$ cat config.mk
export PLATFORM = sky130hd
export DESIGN_NAME = fasta_kmer_cycle_counter_core_flat
export DESIGN_NICKNAME = d
export VERILOG_FILES = /design/src/design/fkc_pkg.sv /design/src/design/fkc_in_if.sv /design/src/design/fkc_out_if.sv /design/src/design/fasta_kmer_cycle_counter_core.sv /design/src/design/fkc_in_stage.sv /design/src/design/fkc_count_unit.sv /design/src/flat_wrapper.sv
export SDC_FILE = /design/constraint.sdc
export NUM_CORES = 1
export LEC_CHECK = 0
export BUFFER_PORTS_ARGS = -buffer_cell sky130_fd_sc_hd__buf_2
export CORE_ASPECT_RATIO = 0.5
export CORE_UTILIZATION = 45
export CTS_CLUSTER_SIZE = 10
export DETAILED_ROUTE_END_ITERATION = 6
export GPL_ROUTABILITY_DRIVEN = 0
export PLACE_DENSITY = 0.59
export SYNTH_ARGS = -nofsm -noshare
export SYNTH_HDL_FRONTEND = slang
export SYNTH_HIERARCHICAL = 1
export SYNTH_SLANG_ARGS = --single-unit
$ cat constraint.sdc
create_clock -name i_clk -period 20.2 [get_ports i_clk]
set_input_delay 6.06 -clock i_clk [delete_from_list [all_inputs] [get_ports i_clk]]
set_output_delay 6.06 -clock i_clk [all_outputs]
set_load 0.01 [all_outputs]
$ cat src/design/fkc_pkg.sv
// Package for the sequence k-mer cycle counter.
// Holds the widths, character and code constants, the item struct and helper functions.
// Used by both interfaces and every module of the block.
package fkc_pkg;

    localparam int MAX_K      = 32;
    localparam int COUNT_BITS = 48;
    localparam int OUT_BITS   = 48;
    localparam int K_BITS     = 6;
    localparam int OV_BITS    = $clog2(MAX_K);
    localparam int CODE_BITS  = 2 * (MAX_K - 1);
    localparam int IDX_BITS   = 1;
    localparam int CFG_BITS   = K_BITS;

    // Configuration register indexes.
    localparam logic [IDX_BITS-1:0] CFG_MODE = 1'b0;
    localparam logic [IDX_BITS-1:0] CFG_KMER = 1'b1;

    // Counting modes.
    localparam logic MODE_CHARS = 1'b0;
    localparam logic MODE_KMER  = 1'b1;

    // Item opcodes.
    localparam logic OP_DATA   = 1'b0;
    localparam logic OP_FINISH = 1'b1;

    // Characters with a meaning of their own.
    localparam logic [7:0] CH_HEADER  = 8'h3E;
    localparam logic [7:0] CH_NEWLINE = 8'h0A;
    localparam logic [7:0] CH_LPAREN  = 8'h28;
    localparam logic [7:0] CH_RPAREN  = 8'h29;

    typedef struct packed {
        logic       opcode;
        logic [7:0] data_byte;
    } t_item;

    // Returns {is_base, code} with A=0, C=1, G=2, T=3 in either case.
    function automatic logic [2:0] base_code(input logic [7:0] c);
        logic [2:0] res;
        case (c)
            "A", "a": res = 3'b100;
            "C", "c": res = 3'b101;
            "G", "g": res = 3'b110;
            "T", "t": res = 3'b111;
            default:  res = 3'b000;
        endcase
        return res;
    endfunction

    function automatic logic is_target(input logic [7:0] c);
        logic [2:0] bc;
        bc = base_code(c);
        return bc[2] || (c == CH_LPAREN) || (c == CH_RPAREN);
    endfunction

    // Zero acts as one and values above MAX_K act as MAX_K.
    function automatic logic [K_BITS-1:0] eff_k(input logic [K_BITS-1:0] k);
        logic [K_BITS-1:0] res;
        if (k == '0) begin
            res = K_BITS'(1);
        end else if (k > K_BITS'(MAX_K)) begin
            res = K_BITS'(MAX_K);
        end else begin
            res = k;
        end
        return res;
    endfunction

    function automatic logic [COUNT_BITS-1:0] sat_add(
        input logic [COUNT_BITS-1:0] a,
        input logic [COUNT_BITS-1:0] b
    );
        logic [COUNT_BITS:0] sum;
        sum = {1'b0, a} + {1'b0, b};
        return sum[COUNT_BITS] ? {COUNT_BITS{1'b1}} : sum[COUNT_BITS-1:0];
    endfunction

endpackage

$ cat src/design/fkc_in_if.sv
// Input channel of the sequence k-mer cycle counter: valid, ready and the item payload.
// Depends on fkc_pkg.
interface fkc_in_if import fkc_pkg::*; ();
    logic       valid;
    logic       ready;
    logic       opcode;
    logic [7:0] data_byte;

    modport source (output valid, output opcode, output data_byte, input ready);
    modport sink   (input valid, input opcode, input data_byte, output ready);
endinterface

$ cat src/design/fkc_out_if.sv
// Result channel of the sequence k-mer cycle counter: valid, ready and the result payload.
// Depends on fkc_pkg.
interface fkc_out_if import fkc_pkg::*; ();
    logic                valid;
    logic                ready;
    logic [OUT_BITS-1:0] base_count;
    logic [OUT_BITS-1:0] cycle_count;
    logic                finished;

    modport source (output valid, output base_count, output cycle_count, output finished,
                    input ready);
    modport sink   (input valid, input base_count, input cycle_count, input finished,
                    output ready);
endinterface

$ cat src/design/fasta_kmer_cycle_counter_core.sv
// Top level of the sequence byte-stream base and implicit-cycle counter.
// Depends on fkc_pkg, fkc_in_if, fkc_out_if, fkc_in_stage and fkc_count_unit.
//
// The block takes one byte of a sequence text stream per item and answers every item with
// one result carrying the running base total, the running implicit cycle total and a flag
// that marks the answer to a finish item. Lines that open with '>' are headers and are
// skipped through their newline. In mode 0 each A, C, G, T, '(' or ')' in either case adds
// one to the base total. In mode 1 runs of bases are tracked as 2-bit codes; when a run
// ends, its length is added, unless its first k-1 bases equal its last k-1 bases, in which
// case the length minus k-1 is added and one cycle is counted. A finish item flushes an open
// run (in mode 1), reports the totals and clears all stream state; the configuration stays.
// Both totals saturate. The block sustains one item per clock while results are taken:
// every item is registered at the input, its whole update (a 62-bit code compare, a
// 48-bit subtract and compare, and saturating adds) is done combinationally from that
// register, and the answer is loaded into an output register that drives the result port.
// The result register reloads in the same cycle its result is taken, so items flow back to
// back; while a result waits, the input register still accepts one more item.
// Configuration is written through a simple write port: index 0 is the mode, index 1 the
// k-mer length (0 acts as 1 and values above 32 act as 32). Write it only while idle.
module fasta_kmer_cycle_counter_core
    import fkc_pkg::*;
(
    input  logic                i_clk,
    input  logic                i_rst_n,
    fkc_in_if.sink              i_item,
    fkc_out_if.source           o_result,
    input  logic                i_cfg_we,
    input  logic [IDX_BITS-1:0] i_cfg_index,
    input  logic [CFG_BITS-1:0] i_cfg_wdata
);

    logic              r_mode;
    logic [K_BITS-1:0] r_kmer_length;

    logic  stage_valid;
    t_item stage_item;
    logic  stage_take;

    // Configuration registers.
    always_ff @(posedge i_clk) begin
        if (!i_rst_n) begin
            r_mode        <= MODE_CHARS;
            r_kmer_length <= K_BITS'(1);
        end else if (i_cfg_we) begin
            case (i_cfg_index)
                CFG_MODE: r_mode        <= i_cfg_wdata[0];
                CFG_KMER: r_kmer_length <= i_cfg_wdata[K_BITS-1:0];
                default:  r_mode        <= r_mode;
            endcase
        end
    end

    // Input register: holds one item until the counting stage takes it.
    fkc_in_stage u_in_stage (
        .i_clk   (i_clk),
        .i_rst_n (i_rst_n),
        .i_item  (i_item),
        .i_take  (stage_take),
        .o_valid (stage_valid),
        .o_item  (stage_item)
    );

    // Counting stage: updates the stream state and loads the result register.
    fkc_count_unit u_count_unit (
        .i_clk         (i_clk),
        .i_rst_n       (i_rst_n),
        .i_valid       (stage_valid),
        .i_item        (stage_item),
        .i_mode        (r_mode),
        .i_kmer_length (r_kmer_length),
        .o_take        (stage_take),
        .o_result      (o_result)
    );

endmodule

$ cat src/design/fkc_in_stage.sv
// Input register of the sequence k-mer cycle counter.
// Depends on fkc_pkg and fkc_in_if.
module fkc_in_stage
    import fkc_pkg::*;
(
    input  logic        i_clk,
    input  logic        i_rst_n,
    fkc_in_if.sink      i_item,
    input  logic        i_take,
    output logic        o_valid,
    output t_item       o_item
);

    logic  r_valid;
    t_item r_item;

    // The register can load when empty or when its item moves on this cycle.
    assign i_item.ready = !r_valid || i_take;

    always_ff @(posedge i_clk) begin
        if (!i_rst_n) begin
            r_valid <= 1'b0;
        end else if (i_item.ready) begin
            r_valid <= i_item.valid;
        end
    end

    always_ff @(posedge i_clk) begin
        if (i_item.ready && i_item.valid) begin
            r_item.opcode    <= i_item.opcode;
            r_item.data_byte <= i_item.data_byte;
        end
    end

    assign o_valid = r_valid;
    assign o_item  = r_item;

endmodule

$ cat src/design/fkc_count_unit.sv
// Parser state, run tracking, totals and result register of the k-mer cycle counter.
// Depends on fkc_pkg and fkc_out_if.
module fkc_count_unit
    import fkc_pkg::*;
(
    input  logic              i_clk,
    input  logic              i_rst_n,
    input  logic              i_valid,
    input  t_item             i_item,
    input  logic              i_mode,
    input  logic [K_BITS-1:0] i_kmer_length,
    output logic              o_take,
    fkc_out_if.source         o_result
);

    logic                  r_in_header, n_in_header;
    logic                  r_line_start, n_line_start;
    logic [COUNT_BITS-1:0] r_run, n_run;
    logic [CODE_BITS-1:0]  r_prefix, n_prefix;
    logic [CODE_BITS-1:0]  r_suffix, n_suffix;
    logic [COUNT_BITS-1:0] r_bases, n_bases;
    logic [COUNT_BITS-1:0] r_cycles, n_cycles;

    logic                r_out_valid;
    logic [OUT_BITS-1:0] r_out_base;
    logic [OUT_BITS-1:0] r_out_cycle;
    logic                r_out_fin;

    logic [K_BITS-1:0]     k_eff;
    logic [OV_BITS-1:0]    ov;
    logic [CODE_BITS-1:0]  mask;
    logic [2:0]            bc;
    logic                  close_cycle;
    logic [COUNT_BITS-1:0] close_amt;
    logic [COUNT_BITS-1:0] closed_bases;
    logic [COUNT_BITS-1:0] closed_cycles;
    logic                  hdr;
    logic [CODE_BITS-1:0]  new_prefix;

    assign o_take = i_valid && (!r_out_valid || o_result.ready);

    assign k_eff = eff_k(i_kmer_length);
    assign ov    = OV_BITS'(k_eff - K_BITS'(1));
    assign mask  = ~({CODE_BITS{1'b1}} << {ov, 1'b0});
    assign bc    = base_code(i_item.data_byte);

    // Closing a run: a run whose first and last k-1 bases match counts as one cycle.
    assign close_cycle   = (r_run != '0) && (r_run >= COUNT_BITS'(ov)) && (r_prefix == r_suffix);
    assign close_amt     = close_cycle ? (r_run - COUNT_BITS'(ov)) : r_run;
    assign closed_bases  = sat_add(r_bases, close_amt);
    assign closed_cycles = sat_add(r_cycles, COUNT_BITS'(close_cycle));

    assign hdr        = r_line_start ? (i_item.data_byte == CH_HEADER) : r_in_header;
    assign new_prefix = ((r_prefix << 2) | CODE_BITS'(bc[1:0])) & mask;

    always_comb begin
        n_in_header  = r_in_header;
        n_line_start = r_line_start;
        n_run        = r_run;
        n_prefix     = r_prefix;
        n_suffix     = r_suffix;
        n_bases      = r_bases;
        n_cycles     = r_cycles;
        if (i_item.opcode == OP_FINISH) begin
            if (i_mode == MODE_KMER) begin
                n_bases  = closed_bases;
                n_cycles = closed_cycles;
            end
        end else begin
            n_in_header  = hdr;
            n_line_start = 1'b0;
            if (hdr) begin
                n_line_start = (i_item.data_byte == CH_NEWLINE);
            end else if (i_mode == MODE_KMER) begin
                if (!bc[2]) begin
                    n_bases      = closed_bases;
                    n_cycles     = closed_cycles;
                    n_run        = '0;
                    n_prefix     = '0;
                    n_suffix     = '0;
                    n_line_start = (i_item.data_byte == CH_NEWLINE);
                end else begin
                    n_run = sat_add(r_run, COUNT_BITS'(1));
                    if (r_run < COUNT_BITS'(ov)) begin
                        n_prefix = new_prefix;
                        n_suffix = new_prefix;
                    end else begin
                        n_suffix = ((r_suffix << 2) | CODE_BITS'(bc[1:0])) & mask;
                    end
                end
            end else begin
                if (i_item.data_byte == CH_NEWLINE) begin
                    n_line_start = 1'b1;
                end else if (is_target(i_item.data_byte)) begin
                    n_bases = sat_add(r_bases, COUNT_BITS'(1));
                end
            end
        end
    end

    always_ff @(posedge i_clk) begin
        if (!i_rst_n) begin
            r_in_header  <= 1'b0;
            r_line_start <= 1'b1;
            r_run        <= '0;
            r_prefix     <= '0;
            r_suffix     <= '0;
            r_bases      <= '0;
            r_cycles     <= '0;
            r_out_valid  <= 1'b0;
        end else begin
            if (o_take) begin
                r_out_valid <= 1'b1;
            end else if (o_result.ready) begin
                r_out_valid <= 1'b0;
            end
            if (o_take) begin
                if (i_item.opcode == OP_FINISH) begin
                    r_in_header  <= 1'b0;
                    r_line_start <= 1'b1;
                    r_run        <= '0;
                    r_prefix     <= '0;
                    r_suffix     <= '0;
                    r_bases      <= '0;
                    r_cycles     <= '0;
                end else begin
                    r_in_header  <= n_in_header;
                    r_line_start <= n_line_start;
                    r_run        <= n_run;
                    r_prefix     <= n_prefix;
                    r_suffix     <= n_suffix;
                    r_bases      <= n_bases;
                    r_cycles     <= n_cycles;
                end
            end
        end
    end

    always_ff @(posedge i_clk) begin
        if (o_take) begin
            r_out_base  <= n_bases[OUT_BITS-1:0];
            r_out_cycle <= n_cycles[OUT_BITS-1:0];
            r_out_fin   <= (i_item.opcode == OP_FINISH);
        end
    end

    assign o_result.valid       = r_out_valid;
    assign o_result.base_count  = r_out_base;
    assign o_result.cycle_count = r_out_cycle;
    assign o_result.finished    = r_out_fin;

endmodule

$ cat src/flat_wrapper.sv
// flat-port wrapper written by rule: the top's interface ports become plain ports
module fasta_kmer_cycle_counter_core_flat import fkc_pkg::*;
  (i_clk, i_rst_n, i_cfg_we, i_cfg_index, i_cfg_wdata, i_item_valid, i_item_opcode, i_item_data_byte, i_item_ready, o_result_valid, o_result_base_count, o_result_cycle_count, o_result_finished, o_result_ready);
  fkc_in_if i_item_i ();
  fkc_out_if o_result_i ();
  input  logic i_clk;
  input  logic i_rst_n;
  input  logic i_cfg_we;
  input  logic [IDX_BITS-1:0] i_cfg_index;
  input  logic [CFG_BITS-1:0] i_cfg_wdata;
  input wire logic [$bits(i_item_i.valid)-1:0] i_item_valid;
  input wire logic [$bits(i_item_i.opcode)-1:0] i_item_opcode;
  input wire logic [$bits(i_item_i.data_byte)-1:0] i_item_data_byte;
  output wire logic [$bits(i_item_i.ready)-1:0] i_item_ready;
  output wire logic [$bits(o_result_i.valid)-1:0] o_result_valid;
  output wire logic [$bits(o_result_i.base_count)-1:0] o_result_base_count;
  output wire logic [$bits(o_result_i.cycle_count)-1:0] o_result_cycle_count;
  output wire logic [$bits(o_result_i.finished)-1:0] o_result_finished;
  input wire logic [$bits(o_result_i.ready)-1:0] o_result_ready;
  assign i_item_i.valid = i_item_valid;
  assign i_item_i.opcode = i_item_opcode;
  assign i_item_i.data_byte = i_item_data_byte;
  assign i_item_ready = i_item_i.ready;
  assign o_result_valid = o_result_i.valid;
  assign o_result_base_count = o_result_i.base_count;
  assign o_result_cycle_count = o_result_i.cycle_count;
  assign o_result_finished = o_result_i.finished;
  assign o_result_i.ready = o_result_ready;
  fasta_kmer_cycle_counter_core u_core (.i_clk(i_clk), .i_rst_n(i_rst_n), .i_item(i_item_i), .o_result(o_result_i), .i_cfg_we(i_cfg_we), .i_cfg_index(i_cfg_index), .i_cfg_wdata(i_cfg_wdata));
endmodule
Word-level counts from Yosys, hierarchy flattened
Cells that the tools add are included.
{ "classes": {"add_sub_neg": 6, "magnitude_cmp": 3, "eq_ne": 15, "shift": 1, "n_mux": 49, "n_bitwise": 6, "n_reduce_logical": 22} }
{ "op_table": {"columns": ["cell", "n"], "rows": [
  ["two-way mux 48 bit", 23],
  ["two-way mux 62 bit", 10],
  ["AND 62 bit", 2],
  ["bitwise OR 62 x 2 -> 62 bit", 2],
  ["adder 48 x 1 -> 49 bit (second input constant)", 2],
  ["== test 8 x 7 -> 1 bit (second input constant)", 8],
  ["== test 62 bit", 1],
  ["inverter 62 bit", 1],
  ["left shift 62 x 6 -> 62 bit (first input constant)", 1],
  ["adder 48 x 1 -> 49 bit", 1],
  ["adder 48 x 48 -> 49 bit", 1],
  ["greater-or-equal comparator 48 x 5 -> 1 bit", 1],
  ["< comparator 48 x 5 -> 1 bit", 1],
  ["nonzero test 48 bit", 1],
  ["subtractor 48 x 5 -> 48 bit", 1],
  ["== test 8 x 6 -> 1 bit (second input constant)", 3],
  ["two-way mux 3 bit", 4],
  ["one-hot mux 3 bit (4 select lines)", 1],
  ["two-way mux 5 bit", 2],
  ["two-way mux 1 bit", 9],
  ["== test 8 x 4 -> 1 bit (second input constant)", 1],
  ["OR reduction 2 bit", 4],
  ["greater-than comparator 6 bit (second input constant)", 1],
  ["logical NOT 6 bit", 1],
  ["11 further kinds", 20]
]} }
{ "totals": {"ff_bits": 385, "inputBits": 21, "output_inout_bits": 99, "elab_cells": 118} }

Longest topological paths before layout
Gate-level depths: netlist of run 1.
{ "logic_depth": {"ltp_word": 15, "mapped_depth": 32, "ltp_nobuf": 28} }

By module
The synthesis of run 1 kept the hierarchy.
{ "modules_own_cells": {"columns": ["mod", "instances", "cells_per_inst", "area_per_inst_um2", "seq_area_each_um2"], "rows": [
  ["fkc_count_unit", 1, 3134, 23866.6, 8338.0],
  ["fkc_in_stage", 1, 14, 327.8, 290.3],
  ["fasta_kmer_cycle_counter_core", 1, 31, 276.5, 140.1]
]} }

Worst setup path before layout of run 1
OpenSTA, ideal clock, no wires.
{ "synth_path": {"path_kind": "input-to-output", "from": "in o_result_ready", "to": "out i_item_ready", "arrival_ns": 10.121, "t_required_ns": 14.140, "slack_ns": 4.019, "path_stages": 6, "n_path_buf": 2, "path_cell_list": "nand2b_1 -> nand2_1 -> inv_1 -> clkbuf_1 -> buf_1 -> nand2b_4"} }
{ "synth_between": {"elab_chain_cells": 3} }
{ "synth_rtl": {"columns": ["item", "line", "rtl"], "rows": [
  ["from (decl)", "flat_wrapper.sv:19", "input wire logic [$bits(o_result_i.ready)-1:0] o_result_ready;"],
  ["logical OR 1 bit", "fkc_count_unit.sv:40", "assign o_take = i_valid && (!r_out_valid || o_result.ready);"],
  ["logical AND 1 bit", "fkc_count_unit.sv:40", null],
  ["named net u_core.stage_take", "fasta_kmer_cycle_counter_core.sv:37", "logic stage_take;"],
  ["logical OR 1 bit", "fkc_in_stage.sv:18", "assign i_item.ready = !r_valid || i_take;"],
  ["to (decl)", "flat_wrapper.sv:14", "output wire logic [$bits(i_item_i.ready)-1:0] i_item_ready;"]
]} }
The timed path passes the listed nets, and every way through them passes these cells.

Worst setup path after layout of run 1
Ends and elaborated chain as after synthesis.

==> flow_metrics.tcl, run 1 <==
set metrics [dict create \
    status "completed" \
    finalHoldViolCount 0 \
    drt_first_pass_iters 5 \
    rows 59 \
    relSlewSlack 0.2754 \
    pwr-share-clk 0.428 \
    avgSynthCellArea_um2 7.698 \
    synth_enable_flop_cells 106 \
    critical_path.startpoint_type "primary input" \
    via_per_inst 6.242 \
    initial_core_util 0.4630 \
    hpwlAfterDp_mm 55.91 \
    ant_nets 0 \
    numCtsBuffers 45 \
    tightest_slew_ns 1.077 \
    cts_tree "yes" \
    synth_top_area_frac 0.2282 \
    cts-root-buf "clkbuf_16" \
    ir_drop_v 0.00006299 \
    path_buf_inv 4 \
    overflow 0 \
    setup_ws_ns 6.631 \
    fin_crit_sh 0.6718 \
    cts_setup_buffers 0 \
    synth_flop_cell "dfxtp_1" \
    htreeDepth 2 \
    synthTopCellsByArea "dfxtp_1 23%, edfxtp_1 13%, a21oi_1 8.0%, o21ai_0 5.9%, nand2_1 5.8%" \
    numPortBuffers 119 \
    ys_ff_latch 385 \
    synthCells 3179 \
    power_switching_mw 0.4809 \
    layout-drive-gt1-share 0.08914 \
    power.leakage_nw 9.932 \
    synth_seq_area_share 0.3583 \
    drc 0 \
    syn2layout_area_growth_pct 9.249 \
    slowest_stage "buf_4" \
    synth_area_um2 24470 \
    slowest_delay_ns 0.52 \
    grt_max_degree 88 \
    crit_chain "buf_2 -> nand2b_1 -> nand2_2 -> buf_4 -> inv_4 -> nand2b_4 -> buf_2" \
    crit_family "buffers and inverters" \
    path_clk_slew_ns 0.05 \
    ys_types 96 \
    route.vias.total 24269 \
    post_cts_resized 0 \
    yosys_warnings 6 \
    antenna_found_initial 1 \
    hold_class "reg -> reg" \
    die-area_um2 55370 \
    clock.fmax_mhz 73.69 \
    synthArstFlopShare 0 \
    worstSetupEndpointType "output pin" \
    die-width_um 331.8 \
    io_pins 120 \
    final_max_slew_viol_count 0 \
    switching_share 0.2721 \
    syn-num-nets 3261 \
    first_global_vias 22334 \
    power.internal_mw 1.287 \
    cts.sinks 385 \
    die_y_um 166.9 \
    clockBufferDepth 3 \
    critical_path_class "in -> out" \
    drv_cap 0 \
    cts_hold_buf 0 \
    fin_setup_tns_ns 0 \
    routed_wl_mm 82.27 \
    insertion_delay_ns 0.59 \
    drt-initial-drc-count 2248 \
    powerDensity_nw_per_um2 66.11 \
    crit_top_cell "buf_2" \
    p_comb_frac 0.107 \
    grt_pass1_wl_mm 128.7 \
    period_minus_slack_ns 13.57 \
    layout.nets 3246 \
    wire_per_inst_um 21.16 \
    grt_setup_unrepaired "false" \
    grtUsageTotal 0.2893 \
    fp.coreArea_um2 52860 \
    required_ns 14.14 \
    dp_slack_ns 6.658 \
    worst-path-max-fanout 40 \
    p_seq_frac 0.465 \
    clock-skew-final_ns 0.03321 \
    arrival_ns 7.51 \
    yosysTopAreaCell "dfxtp_1" \
    finalSetupViolCount 0 \
]
[Yosys cell counts, types with 19 or more instances]
cell and instances:
ha_1 59, a31oi_1 60, nand3_1 129, edfxtp_1 106
o22ai_1 20, nand2b_1 29, and2_1 20, and3_1 52
a211oi_1 30, dfxtp_1 279, a21oi_1 389, or3_1 19
clkbuf_1 180, buf_2 21, o21ai_0 288, nor4_1 25
nor3_1 67, inv_1 36, a22oi_1 29, xor2_1 69
nor2_1 336, nand2_1 377, nand4_1 67, xnor2_1 82
and4_1 21, a32oi_1 36, a21o_1 41
[cell type report]
cell class | count | area, µm²
Fill cell | 5194 | 26120
Tap cell | 701 | 877.1
Sequential cell | 385 | 8770
Clock buffer | 64 | 1260
Antenna cell | 1 | 2.502
Multi-Input combinational cell | 2531 | 14720
Inverter | 38 | 150.1
Timing Repair Buffer | 163 | 925.9
Clock inverter | 5 | 27.53
[cell usage in the layout (no fill, tap or decap), types with 12 or more instances in the layout]
cell type  synthesis  routed
nor4_1            25      25
clkbuf_16          0      47
o21ai_0          288     287
or3_1             19      19
nand4_1           67      67
dfxtp_1          279     278
nand3_1          129     129
ha_1              59      59
o211ai_1          12      12
a211oi_1          30      29
inv_1             36      35
mux2i_1           13      13
edfxtp_1         106     106
a32oi_1           36      36
nor3_1            67      67
a311oi_1          17      17
buf_2             21     119
a21o_1            41      41
xor2_1            69      69
and2_1            20      20
o22ai_1           20      20
buf_4              5      44
nand3b_1          14      14
nor2_1           336     333
nor2b_1           15      14
clkbuf_1         180      15
a21oi_1          389     389
and4_1            21      21
a22oi_1           29      29
nand2b_1          29      27
nand2_1          377     376
and3_1            52      52
xnor2_1           82      82
a31oi_1           60      59
[tightest hold or removal path, delay by kind of cell, from the launching register on]
family | cells | cell delay, ns
AO/OA/AOI/OAI | 1 | 0.05
AND/OR/NAND/NOR | 1 | 0.05
flip-flops | 1 | 0.32
[power by group through the flow]
stage               Clock [mW]  Sequential [mW]  Combinational [mW]
floorplan                    0            0.843               0.116
global placement             0            0.839               0.186
detailed placement           0            0.839               0.186
CTS                      0.771            0.822               0.187
global route             0.806            0.824               0.202
finish                   0.756            0.822               0.189
[sequential cells by signal (all words and copies together) (netlist names), 6 cells and up]
| register | cells |
|---|---|
| u_core/u_count_unit/r_prefix | 62 |
| u_core/u_count_unit/r_suffix | 62 |
| u_core/u_count_unit/o_result.base_count | 48 |
| u_core/u_count_unit/o_result.cycle_count | 48 |
| u_core/u_count_unit/r_bases | 48 |
| u_core/u_count_unit/r_cycles | 48 |
| u_core/u_count_unit/r_run | 48 |
| u_core/u_in_stage/o_item | 9 |
| u_core/r_kmer_length | 6 |
[through the flow]
stage	power, mW	hold slack (ns)	area (µm²)	cells	util
global route	1.832	0.5057	26730	3887	0.5058
global placement	1.024	0.4498	25440	3818	0.4814
floorplan	0.9582	0.4335	24470	3179	-
CTS	1.780	0.4697	26730	3887	0.5058
detailed placement	1.025	0.4622	25440	3818	0.4814
finish	1.767	0.4702	26730	3888	0.5058
[worst paths after layout]
| kind | end | startpoint | slack (ns) | cells past startpoint |
|---|---|---|---|---|
| min | u_core/u_count_unit/r_prefix[61] | u_core/u_count_unit/r_prefix[61] | 0.47 | 2 |
| min reg2reg | u_core/u_count_unit/r_prefix[61] | u_core/u_count_unit/r_prefix[61] | 0.47 | 2 |
| max | i_item_ready | o_result_ready | 6.63 | 7 |
| max reg2reg | u_core/u_count_unit/o_result.base_count[15] | u_core/r_kmer_length[2] | 11.86 | 26 |
[cells by family (layout without fill, tap and decap cells)]
kind of cell | after synthesis | count (layout) | synth area share
other | 0 | 1 | 0
buffers and inverters | 263 | 270 | 0.04290
xor gates and xnor gates | 151 | 151 | 0.05404
DFF | 385 | 385 | 0.3583
AOI/OAI and AO/OA | 1061 | 1061 | 0.2605
and+or+nand+nor | 1235 | 1235 | 0.2428
muxes | 18 | 18 | 0.007618
adders and majority gates | 66 | 66 | 0.03385
[layer usage]
metal  vias to the layer above  share of wire  track usage
li1                      11646              -            -
met1                     11546           0.45       0.4060
met2                       961           0.44       0.4501
met3                       116          0.088      0.06020
met4                         0          0.021      0.07583
met5                         -              0            0
Power figures use the tool's default switching activity.
==> inputs of run 2 (changes only) <==
--- a/config.mk
+++ b/config.mk
@@ -5,13 +5,14 @@
 export SDC_FILE = /design/constraint.sdc
 export NUM_CORES = 1
 export LEC_CHECK = 0
+export ABC_AREA = 1
 export BUFFER_PORTS_ARGS = -buffer_cell sky130_fd_sc_hd__buf_2
 export CORE_ASPECT_RATIO = 0.5
 export CORE_UTILIZATION = 45
 export CTS_CLUSTER_SIZE = 10
 export DETAILED_ROUTE_END_ITERATION = 6
 export GPL_ROUTABILITY_DRIVEN = 0
-export PLACE_DENSITY = 0.59
+export PLACE_DENSITY = 0.58
 export SYNTH_ARGS = -nofsm -noshare
 export SYNTH_HDL_FRONTEND = slang
 export SYNTH_HIERARCHICAL = 1
==> constraint.sdc (replaced) <==
create_clock -name i_clk -period 13.8 [get_ports i_clk]
set_input_delay 4.14 -clock i_clk [delete_from_list [all_inputs] [get_ports i_clk]]
set_output_delay 4.14 -clock i_clk [all_outputs]
set_load 0.01 [all_outputs]
==> flow_metrics.tcl, run 2 <==
set metrics [dict create \
    hold_class "reg -> reg" \
    grt_pass1_wl_mm 175.1 \
    powerDensity_nw_per_um2 89.10 \
    dpl-instance-area_um2 31320 \
    syn2layout_area_growth_pct 7.314 \
    slowest_delay_ns 0.60 \
    via_per_inst 5.754 \
    post-route-util 0.4948 \
    synth_flop_cell "dfxtp_1" \
    cts-root-buf "clkbuf_16" \
    yosysTopAreaCell "dfxtp_1" \
    reg.largest.list "u_core/u_count_unit/r_prefix: 62 flops, u_core/u_count_unit/r_suffix: 62 flops" \
    synthTopCellsByArea "dfxtp_1 18%, nand2_1 15%, edfxtp_1 10%, inv_1 7.4%, nand3_1 7.2%" \
    clock.fmax_mhz 101.8 \
    startpoint "o_result_ready" \
    path_clk_slew_ns 0.06 \
    path_depth 8 \
    hpwlAfterDp_mm 82.99 \
    reg2reg_depth 37 \
    r2r-start "u_core/r_kmer_length[2]" \
    io_pins 120 \
    route.vias.total 33481 \
    reg2reg_to "u_core/u_count_unit/o_result.base_count[18]" \
    numCtsBuffers 45 \
    synth_seq_area_share 0.2886 \
    final_area_um2 32600 \
    antenna_found_initial 2 \
    power.leakage_nw 14.23 \
    synth_commonest_cells "1218 x nand2_1, 600 x inv_1, 547 x nor2_1" \
    diodes 0 \
    cts_setup_buffers 0 \
    worstSetupEndpoint "i_item_ready" \
    period_minus_slack_ns 9.827 \
    cts_tree "yes" \
    rows 66 \
    cts.sinks 385 \
    die-area_um2 68620 \
    layout.nets 4993 \
    overflow 0 \
    p_comb_frac 0.172 \
    ys_ff_latch 385 \
    insertion_delay_ns 0.61 \
    yosys.cell_count.top_type "nand2_1" \
    avgSynthCellArea_um2 6.145 \
    routed_wl_mm 114.1 \
    whs_ns 0.4657 \
    relSlewSlack 0.2819 \
    p_seq_frac 0.442 \
    ant_nets 0 \
    wire_per_inst_um 19.61 \
    slowest_stage "inv_8" \
    switching_share 0.3178 \
    drv_cap 0 \
    status "complete, but fails checks" \
    syn-num-nets 5026 \
    first_global_vias 30526 \
    cts_hold_buf 0 \
    ir_drop_v 0.00007194 \
    synth_enable_flop_cells 106 \
    path_buf_inv 5 \
    critical_path_class "in -> out" \
    synth_top_area_frac 0.1838 \
    initial_core_util 0.4610 \
    grt_busiest_layer "met2" \
    power_switching_mw 0.9233 \
    worst-path-max-fanout 93 \
    grt_setup_unrepaired "false" \
    final_cell_mix "1217 x nand2_1, 599 x inv_1, 544 x nor2_1" \
    numPortBuffers 119 \
    synth_area_um2 30380 \
    grt.met1_usage 0.4325 \
    synthArstFlopShare 0 \
    drc 12 \
    grt_max_degree 108 \
    grtUsageMet2 0.5219 \
    ff2ff_setup_slack_ns 6.24 \
    fp.coreArea_um2 65900 \
    crit_family "buffers and inverters" \
    crit_chain "buf_2 -> inv_1 -> nand2_1 -> nand2_1 -> inv_8 -> inv_2 -> nand2_2 -> buf_2" \
    critical_path.startpoint_type "primary input" \
    fin_setup_tns_ns 0 \
    final_max_slew_viol_count 0 \
    clockBufferDepth 3 \
    finalHoldViolCount 0 \
    drt_first_pass_iters 7 \
    clock-skew-final_ns 0.03926 \
    htreeDepth 2 \
    die_y_um 185.7 \
    fin_crit_sh 0.7121 \
    pwr-share-clk 0.386 \
    die-width_um 369.5 \
    worstSetupEndpointType "output pin" \
    drt-initial-drc-count 3662 \
    synthCells 4944 \
    finalSetupViolCount 0 \
    arrival_ns 5.69 \
    layout_commonest_cell "nand2_1" \
    required_ns 9.66 \
    violations "DRC" \
    post_cts_resized 0 \
    yosys_warnings 6 \
    layout-drive-gt1-share 0.06363 \
    power.internal_mw 1.982 \
    ys_types 64 \
    tightest_slew_ns 1.066 \
    grtUsageTotal 0.3260 \
    grtUsageMet3 0.04902 \
]
## run 2: cell count changes after synthesis, moves of 46 or more
cell	change
and3_1	-47
a21oi_1	-46
nand4_1	+88
inv_1	+564
nand3_1	+309
nor2_1	+211
a31oi_1	-52
o21ai_0	+96
clkbuf_1	-54
nand2_1	+841
## run 2: cell families (layout without fill, tap and decap cells)
| logic type | after synthesis | count (layout) | synth area share |
|---|---|---|---|
| AOI/OAI and AO/OA | 896 | 896 | 0.1590 |
| xor gates and xnor gates | 138 | 138 | 0.03978 |
| adders and majority gates | 61 | 61 | 0.02562 |
| buffers and inverters | 846 | 837 | 0.1097 |
| DFF | 385 | 385 | 0.2886 |
| and+or+nand+nor | 2618 | 2618 | 0.3773 |
## run 2: stage by stage
stage,total power [mW],worst slack [ns],instances
6_report,2.905,3.973,5819
3_5_place_dp,1.797,4.022,5748
3_3_place_gp,1.791,4.026,5748
4_1_cts,2.923,4.016,5819
2_1_floorplan,1.633,1.627,4944
5_1_grt,3.034,3.821,5819
## run 2: metal layers
metal / up-vias / wire (µm)
met4: 0 / 5509
met2: 1426 / 50260
met1: 15470 / 48660
met3: 301 / 9669
li1: 16284 / -
met5: - / 0
## run 2: layout make-up
class / instances / area (µm²)
Fill cell: 6998 / 33290
Clock inverter: 3 / 28.78
Clock buffer: 68 / 1254
Timing Repair Buffer: 143 / 778.2
Inverter: 623 / 2352
Tap cell: 884 / 1106
Multi-Input combinational cell: 3713 / 18310
Sequential cell: 385 / 8772
## run 2: power by group through the flow
stage,clock network (mW),registers [mW],logic [mW]
floorplan,0,1.29,0.339
global placement,0,1.31,0.485
detailed placement,0,1.31,0.491
CTS,1.15,1.28,0.492
global route,1.19,1.29,0.552
finish,1.12,1.29,0.499
## run 2: tightest hold or removal path: cells and delay by family, from the launching register on
| kind | cells | cell delay, ns |
|---|---|---|
| simple gates | 1 | 0.06 |
| flops | 1 | 0.31 |
| compound gates | 1 | 0.05 |
## run 2: how the worst min path moves through the flow
stage | startpoint | endpoint | slack [ns] | depth (start not counted)
global placement | u_core/u_count_unit/r_prefix[60] | u_core/u_count_unit/r_prefix[60] | 0.45 | 2
detailed placement | u_core/u_count_unit/r_prefix[60] | u_core/u_count_unit/r_prefix[60] | 0.46 | 2
global route | u_core/u_count_unit/r_prefix[21] | u_core/u_count_unit/r_prefix[21] | 0.50 | 2
floorplan | u_core/u_in_stage/o_item[8] | u_core/u_count_unit/o_result.finished | 0.42 | 0
CTS | u_core/u_count_unit/r_prefix[60] | u_core/u_count_unit/r_prefix[60] | 0.47 | 2
finish | u_core/u_count_unit/r_prefix[60] | u_core/u_count_unit/r_prefix[60] | 0.47 | 2
